[src/rtl/core/gcpb_pkg.sv]
// shared types, constants and helpers for the glyph coverage pixel blender
// no dependencies
`timescale 1ns / 1ps

package gcpb_pkg;

    localparam int MaskW   = 8;
    localparam int SlotW   = 3;
    localparam int PixW    = 32;
    localparam int ChanW   = 8;
    localparam int CfgIdxW = 3;
    localparam int CfgW    = 8;
    localparam int InDataW = 48;

    // mask depth codes
    localparam logic [1:0] DEPTH_1 = 2'd0;
    localparam logic [1:0] DEPTH_2 = 2'd1;
    localparam logic [1:0] DEPTH_4 = 2'd2;
    localparam logic [1:0] DEPTH_8 = 2'd3;

    // target format codes
    localparam logic [1:0] FMT_RGB565   = 2'd0;
    localparam logic [1:0] FMT_RGB888   = 2'd1;
    localparam logic [1:0] FMT_ARGB8565 = 2'd2;
    localparam logic [1:0] FMT_ARGB8888 = 2'd3;

    // register indexes
    localparam logic [CfgIdxW-1:0] REG_DEPTH  = 3'd0;
    localparam logic [CfgIdxW-1:0] REG_FORMAT = 3'd1;
    localparam logic [CfgIdxW-1:0] REG_RED    = 3'd2;
    localparam logic [CfgIdxW-1:0] REG_GREEN  = 3'd3;
    localparam logic [CfgIdxW-1:0] REG_BLUE   = 3'd4;
    localparam logic [CfgIdxW-1:0] REG_ALPHA  = 3'd5;

    typedef struct packed {
        logic [1:0]       depth;
        logic [1:0]       format;
        logic [ChanW-1:0] red;
        logic [ChanW-1:0] green;
        logic [ChanW-1:0] blue;
        logic [ChanW-1:0] alpha;
    } t_cfg;

    typedef struct packed {
        logic             nz;
        logic             one_bit;
        logic [ChanW-1:0] alpha;
    } t_cov;

    // floor(x / 255) for x up to 255 * 255
    function automatic logic [ChanW-1:0] div255(input logic [15:0] x);
        logic [16:0] t;
        begin
            t = {1'b0, x} + {9'd0, x[15:8]} + 17'd1;
            div255 = t[15:8];
        end
    endfunction

endpackage

[src/rtl/core/glyph_coverage_pixel_blender_top.sv]
// glyph coverage pixel blender: input register, blend logic, result register
// one request per cycle sustained while m_axis_tready holds high
// the blend of one pixel sits between the input and result registers
// reset (synchronous, active low) empties both stages and loads register defaults
// depends on gcpb_pkg, gcpb_coverage and gcpb_pixel
`timescale 1ns / 1ps

module glyph_coverage_pixel_blender_top (
    input  logic                            i_clk,
    input  logic                            i_rst_n,
    input  logic                            i_cfg_we,
    input  logic [gcpb_pkg::CfgIdxW-1:0]    i_cfg_addr,
    input  logic [gcpb_pkg::CfgW-1:0]       i_cfg_wdata,
    input  logic                            s_axis_tvalid,
    output logic                            s_axis_tready,
    // mask_byte [7:0], pixel_slot [10:8], background [42:11], zero pad
    input  logic [gcpb_pkg::InDataW-1:0]    s_axis_tdata,
    output logic                            m_axis_tvalid,
    input  logic                            m_axis_tready,
    // pixel_out [31:0]
    output logic [gcpb_pkg::PixW-1:0]       m_axis_tdata,
    // write_enable [0]
    output logic                            m_axis_tuser
);
    import gcpb_pkg::*;

    t_cfg              r_cfg;
    logic              r_in_valid;
    logic [MaskW-1:0]  r_mask_byte;
    logic [SlotW-1:0]  r_pixel_slot;
    logic [PixW-1:0]   r_background;
    logic              r_out_valid;
    logic              r_out_we;
    logic [PixW-1:0]   r_out_pixel;

    logic              adv_out;
    logic              n_we;
    logic [PixW-1:0]   n_pixel;
    t_cov              cov;

    assign adv_out       = !r_out_valid || m_axis_tready;
    assign s_axis_tready = !r_in_valid || adv_out;

    always_ff @(posedge i_clk) begin
        if (!i_rst_n) begin
            r_cfg.depth  <= DEPTH_1;
            r_cfg.format <= FMT_RGB565;
            r_cfg.red    <= '0;
            r_cfg.green  <= '0;
            r_cfg.blue   <= '0;
            r_cfg.alpha  <= 8'd255;
        end else if (i_cfg_we) begin
            case (i_cfg_addr)
                REG_DEPTH:  r_cfg.depth  <= i_cfg_wdata[1:0];
                REG_FORMAT: r_cfg.format <= i_cfg_wdata[1:0];
                REG_RED:    r_cfg.red    <= i_cfg_wdata;
                REG_GREEN:  r_cfg.green  <= i_cfg_wdata;
                REG_BLUE:   r_cfg.blue   <= i_cfg_wdata;
                REG_ALPHA:  r_cfg.alpha  <= i_cfg_wdata;
                default: ;
            endcase
        end
    end

    // input stage
    always_ff @(posedge i_clk) begin
        if (!i_rst_n) begin
            r_in_valid <= 1'b0;
        end else if (s_axis_tready) begin
            r_in_valid <= s_axis_tvalid;
        end
    end

    always_ff @(posedge i_clk) begin
        if (s_axis_tready && s_axis_tvalid) begin
            r_mask_byte  <= s_axis_tdata[7:0];
            r_pixel_slot <= s_axis_tdata[10:8];
            r_background <= s_axis_tdata[42:11];
        end
    end

    gcpb_coverage u_coverage (
        .i_depth     (r_cfg.depth),
        .i_mask_byte (r_mask_byte),
        .i_pixel_slot(r_pixel_slot),
        .o_cov       (cov)
    );

    gcpb_pixel u_pixel (
        .i_cfg         (r_cfg),
        .i_cov         (cov),
        .i_background  (r_background),
        .o_write_enable(n_we),
        .o_pixel       (n_pixel)
    );

    // result stage
    always_ff @(posedge i_clk) begin
        if (!i_rst_n) begin
            r_out_valid <= 1'b0;
        end else if (adv_out) begin
            r_out_valid <= r_in_valid;
        end
    end

    always_ff @(posedge i_clk) begin
        if (adv_out && r_in_valid) begin
            r_out_we    <= n_we;
            r_out_pixel <= n_pixel;
        end
    end

    assign m_axis_tvalid = r_out_valid;
    assign m_axis_tdata  = r_out_pixel;
    assign m_axis_tuser  = r_out_we;

endmodule

[src/rtl/core/gcpb_coverage.sv]
// coverage code extraction and expansion to an 8-bit coverage
// depends on gcpb_pkg
`timescale 1ns / 1ps

module gcpb_coverage (
    input  logic [1:0]                   i_depth,
    input  logic [gcpb_pkg::MaskW-1:0]   i_mask_byte,
    input  logic [gcpb_pkg::SlotW-1:0]   i_pixel_slot,
    output gcpb_pkg::t_cov               o_cov
);
    import gcpb_pkg::*;

    logic       bit1;
    logic [1:0] code2;
    logic [3:0] code4;
    logic [7:0] cov;

    always_comb begin
        bit1  = i_mask_byte[i_pixel_slot];
        code2 = 2'(i_mask_byte >> {i_pixel_slot[1:0], 1'b0});
        code4 = i_pixel_slot[0] ? i_mask_byte[7:4] : i_mask_byte[3:0];
        case (i_depth)
            DEPTH_1: cov = {8{bit1}};
            DEPTH_2: cov = {4{code2}};
            DEPTH_4: cov = {2{code4}};
            DEPTH_8: cov = i_mask_byte;
            default: cov = i_mask_byte;
        endcase
        o_cov.nz      = (cov != 8'd0);
        o_cov.one_bit = (i_depth == DEPTH_1);
        o_cov.alpha   = cov;
    end

endmodule

[src/rtl/core/gcpb_mix.sv]
// one channel blend: fg*a/255 + bg*(255-a)/255, each term floored
// depends on gcpb_pkg
`timescale 1ns / 1ps

module gcpb_mix (
    input  logic [gcpb_pkg::ChanW-1:0] i_fg,
    input  logic [gcpb_pkg::ChanW-1:0] i_bg,
    input  logic [gcpb_pkg::ChanW-1:0] i_a,
    output logic [gcpb_pkg::ChanW-1:0] o_mix
);
    import gcpb_pkg::*;

    logic [15:0] fg_prod;
    logic [15:0] bg_prod;
    logic [8:0]  sum;

    always_comb begin
        fg_prod = {8'd0, i_fg} * {8'd0, i_a};
        bg_prod = {8'd0, i_bg} * {8'd0, 8'd255 - i_a};
        sum     = {1'b0, div255(fg_prod)} + {1'b0, div255(bg_prod)};
        o_mix   = sum[7:0];
    end

endmodule

[src/rtl/core/gcpb_pixel.sv]
// per-format pixel composition from coverage, text colour and background
// depends on gcpb_pkg and gcpb_mix
`timescale 1ns / 1ps

module gcpb_pixel (
    input  gcpb_pkg::t_cfg             i_cfg,
    input  gcpb_pkg::t_cov             i_cov,
    input  logic [gcpb_pkg::PixW-1:0]  i_background,
    output logic                       o_write_enable,
    output logic [gcpb_pkg::PixW-1:0]  o_pixel
);
    import gcpb_pkg::*;

    logic             is565;
    logic [ChanW-1:0] fg_r, fg_g, fg_b;
    logic [ChanW-1:0] bg_r, bg_g, bg_b;
    logic [ChanW-1:0] mix_r, mix_g, mix_b, mix_a;
    logic [15:0]      colour565;

    always_comb begin
        is565     = (i_cfg.format == FMT_RGB565);
        colour565 = {i_cfg.red[7:3], i_cfg.green[7:2], i_cfg.blue[7:3]};
        fg_r = is565 ? {3'd0, i_cfg.red[7:3]}   : i_cfg.red;
        fg_g = is565 ? {2'd0, i_cfg.green[7:2]} : i_cfg.green;
        fg_b = is565 ? {3'd0, i_cfg.blue[7:3]}  : i_cfg.blue;
        bg_r = is565 ? {3'd0, i_background[15:11]} : i_background[23:16];
        bg_g = is565 ? {2'd0, i_background[10:5]}  : i_background[15:8];
        bg_b = is565 ? {3'd0, i_background[4:0]}   : i_background[7:0];
    end

    gcpb_mix u_mix_r (.i_fg(fg_r), .i_bg(bg_r), .i_a(i_cov.alpha), .o_mix(mix_r));
    gcpb_mix u_mix_g (.i_fg(fg_g), .i_bg(bg_g), .i_a(i_cov.alpha), .o_mix(mix_g));
    gcpb_mix u_mix_b (.i_fg(fg_b), .i_bg(bg_b), .i_a(i_cov.alpha), .o_mix(mix_b));
    // output alpha a + bgA*(255-a)/255 equals a blend with 255 as foreground
    gcpb_mix u_mix_a (
        .i_fg (8'd255),
        .i_bg (i_background[31:24]),
        .i_a  (i_cov.alpha),
        .o_mix(mix_a)
    );

    always_comb begin
        o_write_enable = i_cov.nz;
        o_pixel        = '0;
        if (i_cov.nz) begin
            case (i_cfg.format)
                FMT_RGB565: begin
                    if (i_cov.one_bit) begin
                        o_pixel = {16'd0, colour565};
                    end else begin
                        o_pixel = {16'd0, mix_r[4:0], mix_g[5:0], mix_b[4:0]};
                    end
                end
                FMT_RGB888: begin
                    if (i_cov.one_bit) begin
                        o_pixel = {8'd0, i_cfg.red, i_cfg.green, i_cfg.blue};
                    end else begin
                        o_pixel = {8'd0, mix_r, mix_g, mix_b};
                    end
                end
                FMT_ARGB8565: begin
                    o_pixel = {8'd0, (i_cov.one_bit ? i_cfg.alpha : i_cov.alpha), colour565};
                end
                default: begin
                    if (i_cov.one_bit) begin
                        o_pixel = {i_cfg.alpha, i_cfg.red, i_cfg.green, i_cfg.blue};
                    end else begin
                        o_pixel = {mix_a, mix_r, mix_g, mix_b};
                    end
                end
            endcase
        end
    end

endmodule
[config.mk]
export PLATFORM = sky130hd
export DESIGN_NAME = glyph_coverage_pixel_blender_top
export DESIGN_NICKNAME = d
export VERILOG_FILES = /design/src/rtl/core/gcpb_pkg.sv /design/src/rtl/core/glyph_coverage_pixel_blender_top.sv /design/src/rtl/core/gcpb_coverage.sv /design/src/rtl/core/gcpb_mix.sv /design/src/rtl/core/gcpb_pixel.sv
export SDC_FILE = /design/constraint.sdc
export NUM_CORES = 1
export LEC_CHECK = 0
export BUFFER_PORTS_ARGS = -buffer_cell sky130_fd_sc_hd__buf_2
export CORE_UTILIZATION = 42
export CTS_CLUSTER_SIZE = 12
export DETAILED_ROUTE_END_ITERATION = 10
export GPL_ROUTABILITY_DRIVEN = 0
export PLACE_DENSITY = 0.69
export SLEW_MARGIN = 20
export SYNTH_ARGS = -nofsm -noshare
export SYNTH_HDL_FRONTEND = slang
export SYNTH_SLANG_ARGS = --single-unit
[constraint.sdc]
create_clock -name i_clk -period 28.4 [get_ports i_clk]
set_input_delay 1.42 -clock i_clk [delete_from_list [all_inputs] [get_ports i_clk]]
set_output_delay 1.42 -clock i_clk [all_outputs]
set_load 0.03 [all_outputs]
Yosys cells after proc, flatten, opt, wreduce, memory -nomap -nowiden
Index checks and enable logic that the tools add are counted.
{ "totals": {"register_bits": 114, "inputBits": 64, "out_inout_bits": 35} }
{ "classes": {"add_sub_neg": 21, "multipliers": 8, "n_lt_le_gt_ge": 1, "n_eq_ne": 10, "n_shift": 1, "muxes": 15, "n_reduce_logical": 16} }
{ "ops": {"columns": ["op", "n"], "rows": [
  ["adder 16 x 1 -> 16 bit (second input constant)", 8],
  ["adder 16 x 8 -> 16 bit", 8],
  ["multiplier 8 x 8 -> 16 bit", 7],
  ["one-hot mux 32 bit (3 select lines)", 1],
  ["2-to-1 mux 8 bit", 7],
  ["adder 8 bit", 4],
  ["2-to-1 mux 32 bit", 1],
  ["one-hot mux 8 bit (4 select lines)", 1],
  ["2-to-1 mux 24 bit", 1],
  ["multiplier 8 x 8 -> 16 bit (first input constant)", 1],
  ["2-to-1 mux 16 bit", 1],
  ["AND reduction 2 bit", 6],
  ["nonzero test 8 bit", 1],
  ["right shift 8 x 3 -> 2 bit", 1],
  ["subtractor 8 bit (first input constant)", 1],
  ["== test 2 bit (second input constant)", 3],
  ["== test 3 x 2 -> 1 bit (second input constant)", 2],
  ["== test 3 bit (second input constant)", 2],
  ["== test 2 x 1 -> 1 bit (second input constant)", 2],
  ["zero test 2 bit", 2],
  ["less-than comparator 3 x 4 -> 1 bit (second input constant)", 1],
  ["2-to-1 mux 4 bit", 1],
  ["binary-select mux 1 bit (select 3 bit)", 1],
  ["== test 3 x 1 -> 1 bit (second input constant)", 1],
  ["other kinds (5)", 8]
]} }

Logic depth before layout (Yosys ltp)
{ "logic_depth": {"ltp_word": 10, "ltp_mapped": 44, "ltp_nobuf": 41} }

By module
From an unflattened synthesis, not the netlist that was laid out.
{ "hier_totals": {"hier_cells": 3052, "hier_area_um2": 27775.4} }
{ "modules_own_cells": {"columns": ["module", "n_inst", "cells_per_inst", "area_each_um2", "seq_area_each_um2"], "rows": [
  ["gcpb_mix (u_pixel.u_mix_r)", 1, 645, 5546.6, 0.0],
  ["gcpb_mix (u_pixel.u_mix_b)", 1, 640, 5545.3, 0.0],
  ["gcpb_mix (u_pixel.u_mix_a)", 1, 656, 5526.6, 0.0],
  ["gcpb_mix (u_pixel.u_mix_g)", 1, 648, 5461.5, 0.0],
  ["glyph_coverage_pixel_blender_top", 1, 225, 3821.2, 3042.9],
  ["gcpb_pixel", 1, 181, 1452.6, 0.0],
  ["gcpb_coverage", 1, 57, 421.7, 0.0]
]} }

Least setup slack after synthesis
Ideal clock, no wire load.
{ "synth_path": {"path_type": "reg-to-reg", "from": "reg r_pixel_slot[0]", "to": "reg r_out_pixel[7], in the netlist m_axis_tdata[7], data pin", "setup_ns": 0.268, "t_arrival_ns": 9.533, "t_required_ns": 28.132, "path_slack_ns": 18.599, "stages_incl_launch_ff": 43, "n_path_buf": 3, "synth_period_minus_slack_ns": 9.801, "cell_sequence": "edfxtp_1 > clkbuf_1 > mux4_2 > and2_1 > a21oi_1 > o22ai_1 > nor2_1 > clkbuf_1 > clkbuf_1 > nand2_1 > fa_1 > fa_1 > inv_1 > fa_1 > inv_1 > fa_1 > inv_1 > ha_1 > (+7 left out) > o21ai_0 > a211oi_1 > maj3_1 > a2111oi_0 > o22ai_1 > nor2_1 > xor2_1 > ha_1 > a21o_1 > a21oi_1 > nor2b_1 > o21a_1 > o41ai_1 > xnor2_1 > xnor2_1 > xnor2_1 > xnor2_1 > o22ai_1"} }
{ "synth_between": {"elab_chain_len": 10, "elab_cells_between_ends": 25, "cone_classes": "11 x add/sub; 4 x mul; 1 x shift; 8 x mux; 1 x reduce/logical"} }
{ "synth_lines": {"columns": ["item", "line", "rtl"], "rows": [
  ["start: declaration", "glyph_coverage_pixel_blender_top.sv:30", "logic [SlotW-1:0] r_pixel_slot;"],
  ["start signal: assignment", "glyph_coverage_pixel_blender_top.sv:77", "r_pixel_slot <= s_axis_tdata[10:8];"],
  ["binary-select mux 1 bit (select 3 bit)", "gcpb_coverage.sv:19", "bit1 = i_mask_byte[i_pixel_slot];"],
  ["2-to-1 mux 1 bit (not written as such)", "gcpb_coverage.sv:19", null],
  ["one-hot mux 8 bit (4 select lines) *", "gcpb_coverage.sv:22", "case (i_depth)"],
  ["subtractor 8 bit", "gcpb_mix.sv:19", "bg_prod = {8'd0, i_bg} * {8'd0, 8'd255 - i_a};"],
  ["multiplier 8 x 8 -> 16 bit", "gcpb_mix.sv:19", null],
  ["adder 16 x 8 -> 16 bit", "gcpb_pkg.sv:54", "t = {1'b0, x} + {9'd0, x[15:8]} + 17'd1;"],
  ["adder 16 x 1 -> 16 bit", "gcpb_pkg.sv:54", null],
  ["adder 8 bit", "gcpb_mix.sv:20", "sum = {1'b0, div255(fg_prod)} + {1'b0, div255(bg_prod)};"],
  ["2-to-1 mux 32 bit, or another cell as far along", "gcpb_pixel.sv:65", "if (i_cov.one_bit) begin"],
  ["one-hot mux 32 bit (3 select lines)", "gcpb_pixel.sv:46", "case (i_cfg.format)"],
  ["end signal: assignment", "glyph_coverage_pixel_blender_top.sv:109", "r_out_pixel <= n_pixel;"],
  ["end: declaration", "glyph_coverage_pixel_blender_top.sv:34", "logic [PixW-1:0] r_out_pixel;"]
]} }
Every way passes the cells marked *; elsewhere a longest branch is shown, timed or not. The select of a mux whose other input is x is not followed.
A chain may end at the register's enable or synchronous reset.

Worst setup path in the final report
{ "layout_path": {"from": "reg r_pixel_slot[1]", "to": "reg r_out_pixel[7], in the netlist m_axis_tdata[7], data pin"} }
Same word-level chain as after synthesis.

==> results.yml <==
clock_network:
  cts_setup_buffers: 0
  path_clk_slew_ps: 70
  clk_latency_ps: 460
  hold_buffers: 0
  numCtsBuffers: 17
  ctsHtreeMaxLevel: 4
  tritoncts: "yes"
  cts.sinks: 114
  cts.repair.resized: 0
  root_buffer: "clkbuf_16"
  cts_buffer_depth: 2
layout:
  fin_nets: 3702
  drive_above_1_share: 0.0721
  diodes: 0
  postLayoutCoreUtil: 0.462
  fin_cells: 3773
  area_growth_pct: 8.03
floorplan:
  ios: 99
  core-area_sq_mm: 0.0581
  dieArea_sq_mm: 0.0602
  dieHeight_um: 245
  rows: 88
  die_width_um: 245
  floorplan.initialDensity: 0.428
sta:
  rsz0062_at_grt: "false"
  finalHoldViolCount: 0
  finalHoldWorstSlack_ps: 468
  clock_skew_ps: 20.1
  finalSetupViolations: 0
  max_freq_ghz: 0.0873
  max_slew.worst_pin.slew_ps: 1170
  tns_ps: 0
  drv_slew: 0
  slew-limit-headroom: 0.221
  period_needed_ps: 11460
  period_share: 0.403
power:
  powerDensity_mw_per_mm2: 113
  irDropWorstVdd_uv: 234
  power.total_uw: 3030
  p_leak_uw: 0.0137
yosys:
  synthTopCellsByArea: "fa_1 (23%), ha_1 (18%), edfxtp_1 (9.2%), inv_1 (6.5%), nor2_1 (6.0%)"
  synth.cell_area_sq_mm: 0.0249
  ys_warn_count: 0
  synth_top_area_frac: 0.226
  async_reset_ff_frac: 0
  synth_ff_type: "edfxtp_1"
  synth_seq_area_share: 0.122
  synth_edf_count: 76
  syn-num-nets: 3654
  synth_area_leader_cell: "fa_1"
  postSynthCellCount: 2947
  synth.distinct_cells: 83
  ys_ff_latch: 114
  syn_avg_cell_area_sq_um: 8.43
flow_run:
  drv_cap: 0
critical_path:
  startpoint_type: "flip-flop"
  slowest_stage: "mux4_2"
  crit_path_max_incr_delay_ps: 540
  arrival_ps: 11630
  worstPathMaxFanout: 39
  cp-end-kind: "flip-flop"
  required_ps: 28570
  critPathKind: "reg -> reg"
hold_path:
  hold_path_class: "reg -> reg"
run_status:
  status: "finished clean"
global_route:
  grt-ovfl-total: 0
  antenna_found_initial: 0
  track_usage: 0.226
  grt_pass1_vias: 20622
  grt_pass1_wl_um: 108000
  grt_max_degree: 44
routing:
  vias: 20532
  avgViaCountPerCell: 5.44
  drc: 0
  final_antenna_net_count: 0
  wirelength_um: 66100
  drtPass1Iterations: 8
  wire_per_inst_um: 17.5
  drt_iter0_drc: 1402
placement:
  port_buffers: 93
  dp_hpwl_um: 50800
  dp.cells: 3740
## layout by cell type, fill, tap and decap left out, types with 18 or more instances in the layout
cell / instances
nor2_1: 387
edfxtp_1: 76
or2_2: 24
dfxtp_1: 38
a21o_1: 42
nand3_1: 70
o21ai_0: 65
a21oi_1: 102
ha_1: 363
a21boi_0: 27
or3_1: 19
and2_1: 55
xnor2_1: 117
a211oi_1: 30
buf_4: 30
clkbuf_16: 19
nor3_1: 43
o21a_1: 27
nand2_1: 242
fa_1: 280
nand2b_1: 27
a31oi_1: 18
inv_1: 432
buf_2: 93
xor2_1: 63
and3_1: 31
mux2i_1: 37
nor2b_1: 23
## through the flow
step,setup slack (ps),area (sq um)
finish,16940,26900
global route,16300,26900
CTS,17040,26800
detailed placement,17080,26200
global placement,17130,26200
floorplan,18600,24900
## flip-flops by register name, summed over array words and instances, names as in the netlist
register / flops
r_mask_byte: 8
r_pixel_slot: 3
m_axis_tdata: 32
m_axis_tvalid: 1
m_axis_tuser: 1
r_cfg: 36
r_background: 32
r_in_valid: 1
## path summary, 6_finish.rpt
check,from,to,slack [ps],cells past startpoint
setup reg to reg,r_pixel_slot[1],m_axis_tdata[7],16940,42
setup / recovery,r_pixel_slot[1],m_axis_tdata[7],16940,42
hold reg to reg,r_cfg[0],r_cfg[0],470,2
hold / removal,r_cfg[0],r_cfg[0],470,2
## power breakdown
group          internal (uW)  switching (uW)  leakage [uW]  total [uW]
clock network            137            92.3      0.000302         229
logic                   1120            1480        0.0124        2600
registers                186            9.65       0.00103         196
## area by class of cell
class / count / area (sq um)
fill: 5644 / 31300
multi-input combinational: 2300 / 19900
sequential: 114 / 3040
inverter: 438 / 1640
tap: 765 / 957
timing repair buffer: 124 / 711
clock buffer: 21 / 503
clock inverter: 11 / 111
## layer usage
| metal | track usage | up-vias | wire (um) |
|---|---|---|---|
| li1 | - | 9872 | - |
| met4 | 0.0934 | 0 | 2810 |
| met5 | 0 | - | 0 |
| met2 | 0.390 | 627 | 31500 |
| met3 | 0.0281 | 163 | 4130 |
| met1 | 0.284 | 9870 | 27600 |
## cells by family after synthesis
logic type | after synthesis | synth area share
adders and majority gates | 649 | 0.411
muxes | 45 | 0.0199
DFF | 114 | 0.122
AOI/OAI and AO/OA | 444 | 0.121
and+or+nand+nor | 979 | 0.180
xor gates and xnor gates | 183 | 0.0661
buffers and inverters | 533 | 0.0805
## synth_stat cells (18+ instances only)
cell	instances
xnor2_1	117
o21a_1	27
fa_1	280
nand2b_1	27
a31oi_1	18
mux2i_1	37
or2_2	23
and3_1	31
xor2_1	63
clkbuf_1	87
edfxtp_1	76
nor2_1	395
a211oi_1	30
a21oi_1	102
nand2_1	242
nor3_1	44
a21o_1	42
inv_1	432
a21boi_0	27
nor2b_1	24
dfxtp_1	38
ha_1	363
o21ai_0	65
and2_1	56
or3_1	19
nand3_1	70
## worst max-delay path: cells and delay by family (launching register included)
family                   cells  cell delay [ps]
flip-flops                   1              530
buffers and inverters        7             1810
adder cells (fa/ha/maj)      8             3380
XOR/XNOR                     6             1270
AO/OA/AOI/OAI               11             2320
AND/OR/NAND/NOR              9             1300
multiplexers                 1              540
Power figures use the tool's default switching activity.
